$ cat src/design/vflc_pkg.sv
// Types and constants of the voice frame light controller.
package vflc_pkg;

  localparam logic [7:0] HDR_BYTE   = 8'h5A;
  localparam logic [2:0] FRAME_LAST = 3'd4;

  localparam logic [7:0] CMD_WAKE       = 8'h00;
  localparam logic [7:0] CMD_EXIT       = 8'h01;
  localparam logic [7:0] CMD_FIRST_ON_A = 8'h27;
  localparam logic [7:0] CMD_BOTH_OFF   = 8'h28;
  localparam logic [7:0] CMD_FIRST_ON_B = 8'h29;
  localparam logic [7:0] CMD_FIRST_OFF  = 8'h2A;
  localparam logic [7:0] CMD_BOTH_ON    = 8'h2B;
  localparam logic [7:0] CMD_SECOND_OFF = 8'h2C;

  localparam int CFG_ADDR_W = 3;

  // Register index, taken from paddr[2]
  localparam logic REG_ACTIVE_LOW_FIRST  = 1'b0;
  localparam logic REG_ACTIVE_LOW_SECOND = 1'b1;

  typedef enum logic [1:0] {
    STATUS_LIGHT     = 2'd0,
    STATUS_NOTICE    = 2'd1,
    STATUS_UNKNOWN   = 2'd2,
    STATUS_CSUM_FAIL = 2'd3
  } frame_status_t;

  typedef struct packed {
    logic active_low_first;
    logic active_low_second;
  } vflc_cfg_t;

  typedef struct packed {
    frame_status_t frame_status;
    logic [7:0]    command_code;
    logic          first_on;
    logic          second_on;
    logic          first_pin_level;
    logic          second_pin_level;
    logic          state_changed;
  } vflc_result_t;

endpackage

$ cat src/design/vflc_if.sv
// Valid/ready channel interfaces for received bytes and frame results.
interface vflc_in_if;
  logic       valid;
  logic       ready;
  logic [7:0] rx_byte;

  modport source (output valid, output rx_byte, input ready);
  modport sink (input valid, input rx_byte, output ready);
endinterface

interface vflc_out_if;
  logic       valid;
  logic       ready;
  logic [1:0] frame_status;
  logic [7:0] command_code;
  logic       first_on;
  logic       second_on;
  logic       first_pin_level;
  logic       second_pin_level;
  logic       state_changed;

  modport source (
    output valid, output frame_status, output command_code, output first_on,
    output second_on, output first_pin_level, output second_pin_level,
    output state_changed, input ready
  );
  modport sink (
    input valid, input frame_status, input command_code, input first_on,
    input second_on, input first_pin_level, input second_pin_level,
    input state_changed, output ready
  );
endinterface

$ cat src/design/voice_frame_light_controller.sv
// Top level of the voice frame light controller.
//
//   channel   dir  transfer when         payload
//   in_ch     in   valid && ready        rx_byte
//   out_ch    out  valid && ready        frame_status, command_code, first_on,
//                                        second_on, first_pin_level,
//                                        second_pin_level, state_changed
//   apb       in   psel&penable&pwrite   active_low_first (0x0), active_low_second (0x4)
//
// One byte per cycle while in_ch.ready is high. A frame's fifth byte yields its result
// through the result register, or the skid entry while out_ch is stalled; all other bytes yield nothing.
// rst (synchronous) clears frame tracking, both lights and the output stage,
// and sets the polarities to first active low, second active high.
// A stalled result is held in the result register; one more result fits in the
// skid entry, and in_ch.ready drops only while that entry is full.
module voice_frame_light_controller (
  input  logic                            clk,
  input  logic                            rst,
  input  logic                            psel,
  input  logic                            penable,
  input  logic                            pwrite,
  input  logic [vflc_pkg::CFG_ADDR_W-1:0] paddr,
  input  logic [31:0]                     pwdata,
  output logic [31:0]                     prdata,
  output logic                            pready,
  vflc_in_if.sink                         in_ch,
  vflc_out_if.source                      out_ch
);
  import vflc_pkg::*;

  vflc_cfg_t    cfg;
  vflc_result_t core_res;
  vflc_result_t out_data;
  logic         accept;
  logic         push;
  logic         in_ready;

  // Polarity registers on the APB side
  vflc_cfg_regs u_cfg (
    .clk     (clk),
    .rst     (rst),
    .psel    (psel),
    .penable (penable),
    .pwrite  (pwrite),
    .paddr   (paddr),
    .pwdata  (pwdata),
    .prdata  (prdata),
    .pready  (pready),
    .cfg     (cfg)
  );

  // Advance frame state on every byte transfer
  assign accept      = in_ch.valid && in_ready;
  assign in_ch.ready = in_ready;

  vflc_frame_core u_core (
    .clk     (clk),
    .rst     (rst),
    .accept  (accept),
    .rx_byte (in_ch.rx_byte),
    .cfg     (cfg),
    .push    (push),
    .res     (core_res)
  );

  // Hold finished results until the sink takes them
  vflc_out_stage u_out (
    .clk       (clk),
    .rst       (rst),
    .push      (push),
    .push_data (core_res),
    .out_ready (out_ch.ready),
    .in_ready  (in_ready),
    .out_valid (out_ch.valid),
    .out_data  (out_data)
  );

  assign out_ch.frame_status     = out_data.frame_status;
  assign out_ch.command_code     = out_data.command_code;
  assign out_ch.first_on         = out_data.first_on;
  assign out_ch.second_on        = out_data.second_on;
  assign out_ch.first_pin_level  = out_data.first_pin_level;
  assign out_ch.second_pin_level = out_data.second_pin_level;
  assign out_ch.state_changed    = out_data.state_changed;
endmodule

$ cat src/design/vflc_cfg_regs.sv
// APB polarity registers of the voice frame light controller.
module vflc_cfg_regs (
  input  logic                          clk,
  input  logic                          rst,
  input  logic                          psel,
  input  logic                          penable,
  input  logic                          pwrite,
  input  logic [vflc_pkg::CFG_ADDR_W-1:0] paddr,
  input  logic [31:0]                   pwdata,
  output logic [31:0]                   prdata,
  output logic                          pready,
  output vflc_pkg::vflc_cfg_t           cfg
);
  import vflc_pkg::*;

  logic wr_en;

  assign pready = 1'b1;
  assign wr_en  = psel && penable && pwrite;

  always_ff @(posedge clk) begin
    if (rst) begin
      cfg.active_low_first  <= 1'b1;
      cfg.active_low_second <= 1'b0;
    end else if (wr_en) begin
      if (paddr[2] == REG_ACTIVE_LOW_FIRST) begin
        cfg.active_low_first <= pwdata[0];
      end else begin
        cfg.active_low_second <= pwdata[0];
      end
    end
  end

  always_comb begin
    prdata = '0;
    if (paddr[2] == REG_ACTIVE_LOW_SECOND) begin
      prdata[0] = cfg.active_low_second;
    end else begin
      prdata[0] = cfg.active_low_first;
    end
  end
endmodule

$ cat src/design/vflc_frame_core.sv
// Frame tracking, checksum test and light command decode.
module vflc_frame_core (
  input  logic                   clk,
  input  logic                   rst,
  input  logic                   accept,
  input  logic [7:0]             rx_byte,
  input  vflc_pkg::vflc_cfg_t    cfg,
  output logic                   push,
  output vflc_pkg::vflc_result_t res
);
  import vflc_pkg::*;

  logic [2:0] byte_count, byte_count_next;
  logic [7:0] running_sum, running_sum_next;
  logic [7:0] held_command, held_command_next;
  logic [1:0] light_state, light_state_next;   // bit 0 first, bit 1 second

  logic          frame_done;
  logic [1:0]    set_en, set_val;
  frame_status_t cmd_status;

  // Decode the held command into per-light set enables and values
  always_comb begin
    set_en     = 2'b00;
    set_val    = 2'b00;
    cmd_status = STATUS_LIGHT;
    case (held_command)
      CMD_WAKE, CMD_EXIT: cmd_status = STATUS_NOTICE;
      CMD_FIRST_ON_A, CMD_FIRST_ON_B: begin
        set_en  = 2'b01;
        set_val = 2'b01;
      end
      CMD_FIRST_OFF: set_en = 2'b01;
      CMD_SECOND_OFF: set_en = 2'b10;
      CMD_BOTH_OFF: set_en = 2'b11;
      CMD_BOTH_ON: begin
        set_en  = 2'b11;
        set_val = 2'b11;
      end
      default: cmd_status = STATUS_UNKNOWN;
    endcase
  end

  always_comb begin
    byte_count_next   = byte_count;
    running_sum_next  = running_sum;
    held_command_next = held_command;
    light_state_next  = light_state;
    frame_done        = 1'b0;
    res.frame_status  = cmd_status;

    if (byte_count == 3'd0) begin
      // Drop bytes until a header shows up
      if (rx_byte == HDR_BYTE) begin
        running_sum_next = rx_byte;
        byte_count_next  = 3'd1;
      end
    end else if (byte_count < FRAME_LAST) begin
      if (byte_count == 3'd1) begin
        held_command_next = rx_byte;
      end
      running_sum_next = running_sum + rx_byte;
      byte_count_next  = byte_count + 3'd1;
    end else begin
      byte_count_next = 3'd0;
      frame_done      = 1'b1;
      if (running_sum != rx_byte) begin
        res.frame_status = STATUS_CSUM_FAIL;
      end else begin
        light_state_next = (set_en & set_val) | (~set_en & light_state);
      end
    end

    res.command_code     = held_command;
    res.first_on         = light_state_next[0];
    res.second_on        = light_state_next[1];
    res.first_pin_level  = light_state_next[0] ^ cfg.active_low_first;
    res.second_pin_level = light_state_next[1] ^ cfg.active_low_second;
    res.state_changed    = light_state_next != light_state;
  end

  assign push = accept && frame_done;

  always_ff @(posedge clk) begin
    if (rst) begin
      byte_count   <= 3'd0;
      running_sum  <= 8'd0;
      held_command <= 8'd0;
      light_state  <= 2'b00;
    end else if (accept) begin
      byte_count   <= byte_count_next;
      running_sum  <= running_sum_next;
      held_command <= held_command_next;
      light_state  <= light_state_next;
    end
  end
endmodule

$ cat src/design/vflc_out_stage.sv
// Result register with one skid entry behind it.
module vflc_out_stage (
  input  logic                   clk,
  input  logic                   rst,
  input  logic                   push,
  input  vflc_pkg::vflc_result_t push_data,
  input  logic                   out_ready,
  output logic                   in_ready,
  output logic                   out_valid,
  output vflc_pkg::vflc_result_t out_data
);
  import vflc_pkg::*;

  logic         skid_valid;
  vflc_result_t skid_data;

  assign in_ready = !skid_valid;

  always_ff @(posedge clk) begin
    if (rst) begin
      out_valid  <= 1'b0;
      skid_valid <= 1'b0;
    end else if (out_valid && !out_ready) begin
      // Output stalled: park a new result in the skid entry
      if (push) begin
        skid_valid <= 1'b1;
      end
    end else if (skid_valid) begin
      out_valid  <= 1'b1;
      skid_valid <= 1'b0;
    end else begin
      out_valid <= push;
    end
  end

  always_ff @(posedge clk) begin
    if (out_valid && !out_ready) begin
      if (push) begin
        skid_data <= push_data;
      end
    end else if (skid_valid) begin
      out_data <= skid_data;
    end else if (push) begin
      out_data <= push_data;
    end
  end
endmodule

$ cat src/flat_wrapper.sv
// flat-port wrapper written by rule: the top's interface ports become plain ports
module voice_frame_light_controller_flat import vflc_pkg::*;
  (clk, rst, psel, penable, pwrite, paddr, pwdata, prdata, pready, in_ch_valid, in_ch_rx_byte, in_ch_ready, out_ch_valid, out_ch_frame_status, out_ch_command_code, out_ch_first_on, out_ch_second_on, out_ch_first_pin_level, out_ch_second_pin_level, out_ch_state_changed, out_ch_ready);
  vflc_in_if in_ch_i ();
  vflc_out_if out_ch_i ();
  input  logic clk;
  input  logic rst;
  input  logic psel;
  input  logic penable;
  input  logic pwrite;
  input  logic [vflc_pkg::CFG_ADDR_W-1:0] paddr;
  input  logic [31:0] pwdata;
  output logic [31:0] prdata;
  output logic pready;
  input wire logic [$bits(in_ch_i.valid)-1:0] in_ch_valid;
  input wire logic [$bits(in_ch_i.rx_byte)-1:0] in_ch_rx_byte;
  output wire logic [$bits(in_ch_i.ready)-1:0] in_ch_ready;
  output wire logic [$bits(out_ch_i.valid)-1:0] out_ch_valid;
  output wire logic [$bits(out_ch_i.frame_status)-1:0] out_ch_frame_status;
  output wire logic [$bits(out_ch_i.command_code)-1:0] out_ch_command_code;
  output wire logic [$bits(out_ch_i.first_on)-1:0] out_ch_first_on;
  output wire logic [$bits(out_ch_i.second_on)-1:0] out_ch_second_on;
  output wire logic [$bits(out_ch_i.first_pin_level)-1:0] out_ch_first_pin_level;
  output wire logic [$bits(out_ch_i.second_pin_level)-1:0] out_ch_second_pin_level;
  output wire logic [$bits(out_ch_i.state_changed)-1:0] out_ch_state_changed;
  input wire logic [$bits(out_ch_i.ready)-1:0] out_ch_ready;
  assign in_ch_i.valid = in_ch_valid;
  assign in_ch_i.rx_byte = in_ch_rx_byte;
  assign in_ch_ready = in_ch_i.ready;
  assign out_ch_valid = out_ch_i.valid;
  assign out_ch_frame_status = out_ch_i.frame_status;
  assign out_ch_command_code = out_ch_i.command_code;
  assign out_ch_first_on = out_ch_i.first_on;
  assign out_ch_second_on = out_ch_i.second_on;
  assign out_ch_first_pin_level = out_ch_i.first_pin_level;
  assign out_ch_second_pin_level = out_ch_i.second_pin_level;
  assign out_ch_state_changed = out_ch_i.state_changed;
  assign out_ch_i.ready = out_ch_ready;
  voice_frame_light_controller u_core (.clk(clk), .rst(rst), .psel(psel), .penable(penable), .pwrite(pwrite), .paddr(paddr), .pwdata(pwdata), .prdata(prdata), .pready(pready), .in_ch(in_ch_i), .out_ch(out_ch_i));
endmodule
$ cat config.mk
export PLATFORM = sky130hd
export DESIGN_NAME = voice_frame_light_controller_flat
export DESIGN_NICKNAME = d
export VERILOG_FILES = /design/src/design/vflc_pkg.sv /design/src/design/vflc_if.sv /design/src/design/voice_frame_light_controller.sv /design/src/design/vflc_cfg_regs.sv /design/src/design/vflc_frame_core.sv /design/src/design/vflc_out_stage.sv /design/src/flat_wrapper.sv
export SDC_FILE = /design/constraint.sdc
export NUM_CORES = 1
export LEC_CHECK = 0
export BUFFER_PORTS_ARGS = -buffer_cell sky130_fd_sc_hd__buf_2
export CAP_MARGIN = 30
export CELL_PAD_IN_SITES_DETAIL_PLACEMENT = 1
export CELL_PAD_IN_SITES_GLOBAL_PLACEMENT = 2
export CORE_MARGIN = 2
export CORE_UTILIZATION = 30
export CTS_CLUSTER_DIAMETER = 120
export DETAILED_ROUTE_END_ITERATION = 12
export PLACE_DENSITY_LB_ADDON = 0.1
export SLEW_MARGIN = 20
export SYNTH_ARGS = -nofsm -noshare
export SYNTH_HDL_FRONTEND = slang
export SYNTH_SLANG_ARGS = --single-unit
$ cat constraint.sdc
create_clock -name clk -period 3.1 [get_ports clk]
set_input_delay 0.155 -clock clk [delete_from_list [all_inputs] [get_ports clk]]
set_output_delay 0.155 -clock clk [all_outputs]
set_load 0.1 [all_outputs]
==> reports/summary.txt <==
==================================================================================================
Run status                                                                            complete, no violations
Number of H-tree levels                                                                          2
Placer congestion estimate                                                                  0.7858
Violation count after the first detailed-routing iteration                                      46
Net Sw Power                                                                              534.3 µW
Minimum clock period after layout                                                         2.834 ns
Int Pwr                                                                                   997.0 µW
Number of antenna violations at the first check in global routing                                0
Switching power share of the total                                                          34.89%
Placement Setup Slack                                                                    0.2448 ns
Drt via density                                                                              4.568
Cell area after synthesis                                                             0.003024 mm²
Largest fanout on the critical path                                                              5
Seq cells post-synth                                                                            55
Max Root-Sink Buffers                                                                            2
Power density over cell area                                                          462.5 mW/mm²
Origin of the critical flop-to-flop path                                              u_core.u_core.running_sum[2]$_SDFFE_PP0P_
Setup slack on the worst flop-to-flop path                                                 0.27 ns
Total count of max-transition violations in the final report                                     0
Post-route ant nets                                                                              0
Critical path launch point type                                                           register
Input/output buffers                                                                            34
Clock tree from TritonCTS                                                                     done
Number of cells on the worst hold path                                                           3
Total I/O pin count                                                                            100
Leading cell types by total area after synthesis                                      sky130_fd_sc_hd__edfxtp_1 30%, sky130_fd_sc_hd__dfxtp_1 17%, sky130_fd_sc_hd__buf_4 7.9%
Worst setup skew after layout                                                          0.007926 ns
Die area                                                                               0.01090 mm²
Average detailed-routed wire length per instance                                          14.49 µm
Minimum hold slack                                                                       0.1239 ns
Clock insertion delay at the later pin of the skew report                                  0.31 ns
Die width                                                                                 104.4 µm
TritonRoute pass-1 iters                                                                         3
Capture instance of the worst register-to-register path                               u_core.u_out.out_data[2]$_DFFE_PP_
Gates resized, CTS repair                                                                        0
Number of hold-slack violations in the final timing report                                       0
Placeable core region                                                                 0.009774 mm²
Number of synthesized flops with an enable pin                                                  30
Share of final-layout standard cells stronger than drive strength 1                         20.35%
Number of maximum-capacitance constraint violations                                              0
Number of hold-repair buffers added at the cts stage                                             0
Hold wc startpoint                                                                    out_ch_ready
Standard-cell rows                                                                              36
Number of diodes                                                                                 0
Combinational group share of total power                                                     22.1%
Depth of the worst register-to-register path                                                     7
Final routed wirelength across all metal layers                                            6839 µm
Flop pwr share                                                                               50.9%
TritonCTS Sinks                                                                                 55
Post-synth top cells                                                                  32 x sky130_fd_sc_hd__buf_4, 31 x sky130_fd_sc_hd__nand2_1, 30 x sky130_fd_sc_hd__edfxtp_1
CP arrival                                                                                 2.90 ns
Number of setup buffers added after CTS                                                          0
Worst min path class                                                                  input pin to register
Proportion of netlist area held by the largest area contributor                             29.79%
Final period utilization                                                                    91.43%
Number of endpoints failing setup at the final stage                                             0
Unrepaired setup endpoints after global routing                                                 no
Synth async-reset ratio                                                                         0%
Filler instances                                                                              1165
Power share of the clock group                                                               27.1%
Die height                                                                                104.4 µm
Cell leakage power                                                                     0.001257 µW
Clock transition time at the flip-flop clock pins of the worst setup and hold paths        0.11 ns
Via Count                                                                                     2156
Crit. End Element                                                                         register
Initial Util                                                                                30.94%
Count of different cell masters after synthesis                                                 48
Hold Crit Endpoint                                                                    u_core.u_out.skid_valid$_SDFFE_PP0P_
Highest ir drop seen on vdd                                                              0.1710 mV
Post-route non-filler standard cell count                                                      472
Area growth, synth to finish                                                                9.475%
Count of unresolved DRC violations after routing                                                 0
Sequential-to-total area share from yosys stat                                              46.34%
Detailed placement HPWL                                                                    5201 µm
First-pass GRT wire length                                                                11200 µm
Root buffer cell                                                                      sky130_fd_sc_hd__clkbuf_8
FMAX                                                                                    0.3528 GHz
Via count of the first global-routing pass                                                    2113
Final worst-path setup slack                                                             0.2657 ns
Number of nets in the layout                                                                   399
Cells after Synth                                                                              304
Primary FF master, synth                                                              sky130_fd_sc_hd__edfxtp_1
Largest net degree at the start of global routing                                               27
Most frequently used cell type in the post-synthesis netlist                          sky130_fd_sc_hd__buf_4
Yosys Warn Count                                                                                 0
Origin of the worst setup path                                                        u_core.u_core.running_sum[2]$_SDFFE_PP0P_
Critical path start-end classification                                                register to register
TritonCTS Buffers                                                                                5
GR Util All Layers                                                                          12.66%
Biggest area consumer among synthesized cells                                         sky130_fd_sc_hd__edfxtp_1
GR Overflow Total                                                                                0
Transition at the pin with the smallest max-transition slack                             0.7114 ns
Fin Setup TNS                                                                                 0 ns
Worst endpoint required time                                                               3.17 ns
Cell count after placement                                                                     464
Syn avg cell area                                                                        9.948 µm²
Slew margin rel.                                                                            52.57%
==================================================================================================
==> sequential cells by signal, summed over array words and instances, names as in the netlist <==
signal and flops:
u_core.u_cfg.cfg 2, u_core.u_core.byte_count 3, u_core.u_core.held_command 8, u_core.u_core.light_state 2, u_core.u_core.running_sum 8, u_core.u_out.out_data 15
u_core.u_out.out_valid 1, u_core.u_out.skid_data 15, u_core.u_out.skid_valid 1
==> worst max-delay path by stage <==
| stage | to | slack [ns] | depth (start not counted) |
|---|---|---|---|
| after floorplan | u_core.u_out.out_data[2]$_DFFE_PP_ | 0.76 | 7 |
| after global placement | u_core.u_out.out_data[2]$_DFFE_PP_ | 0.34 | 8 |
| after detailed placement | u_core.u_out.out_data[2]$_DFFE_PP_ | 0.24 | 8 |
| after CTS | u_core.u_out.out_data[2]$_DFFE_PP_ | 0.26 | 7 |
| after global routing | u_core.u_out.out_data[2]$_DFFE_PP_ | 0.06 | 7 |
| final | u_core.u_out.out_data[2]$_DFFE_PP_ | 0.27 | 7 |
==> kinds of logic (layout without fill, tap and decap cells) <==
logic type	after synthesis	in the layout	synth area share [%]
fa+ha+maj	11	11	4.799
buf+inv	52	57	10.92
flops	55	55	46.34
other cells	2	32	0.2483
compound gates	57	57	12.16
simple gates	101	101	16.59
xor+xnor	8	8	2.317
mux	18	18	6.620
==> stage by stage <==
stage / instance area (µm²) / power, µW / util (%)
2_1_floorplan: 3137 / 1114 / -
3_3_place_gp: 3222 / 1132 / 32.96
3_5_place_dp: 3222 / 1136 / 32.96
4_1_cts: 3311 / 1546 / 33.87
5_1_grt: 3311 / 1595 / 33.87
6_report: 3311 / 1531 / 33.87
==> placed cells by master (no fill, tap or decap), drive strengths merged, types with 4 or more instances in the layout <==
cell type  instances
ha                10
dfxtp             25
nor3               8
buf               40
nand2b            10
mux2              16
xor2               5
a22oi              4
nand2             31
nor2              18
o21ai             12
inv               10
nand3             13
edfxtp            30
nor2b              7
clkbuf             6
a21oi             25
conb              32
==> critical path, stage by stage (launching register included) <==
cell and delay (ns):
sky130_fd_sc_hd__dfxtp_1 0.33, sky130_fd_sc_hd__ha_1 0.34, sky130_fd_sc_hd__nor4_1 0.48, sky130_fd_sc_hd__nand4_1 0.31, sky130_fd_sc_hd__nor2_1 0.29, sky130_fd_sc_hd__mux2_2 0.40, sky130_fd_sc_hd__xor2_1 0.16, sky130_fd_sc_hd__mux2_2 0.28
==> routing by layer <==
metal / global-route usage, % / vias up / wire length [µm]
met1: 16.57 / 1029 / 3298
met5: 0 / - / 0
met4: 2.896 / 0 / 68
li1: - / 1078 / -
met3: 1.880 / 7 / 191
met2: 21.94 / 42 / 3281
==> cell type report <==
class                   instances  area (µm²)  share of cell area (%)
multi-input cells             227        1405                   42.44
flip-flops and latches         55        1401                   42.33
repair buffers                 40       215.2                   6.500
well taps                     133       166.4                   5.026
clock buffers                   6       72.57                   2.192
inverters                       9       33.78                   1.020
clock inverters                 2       16.27                  0.4913
==> power by group through the flow <==
stage          Combinational [µW]  Clock [µW]  Sequential [µW]
5_1_grt                       363         452              780
6_report                      338         414              779
2_1_floorplan                 321           0              793
4_1_cts                       341         427              779
3_5_place_dp                  340           0              796
3_3_place_gp                  337           0              795
No activity file was read; power rests on OpenSTA's default activity.
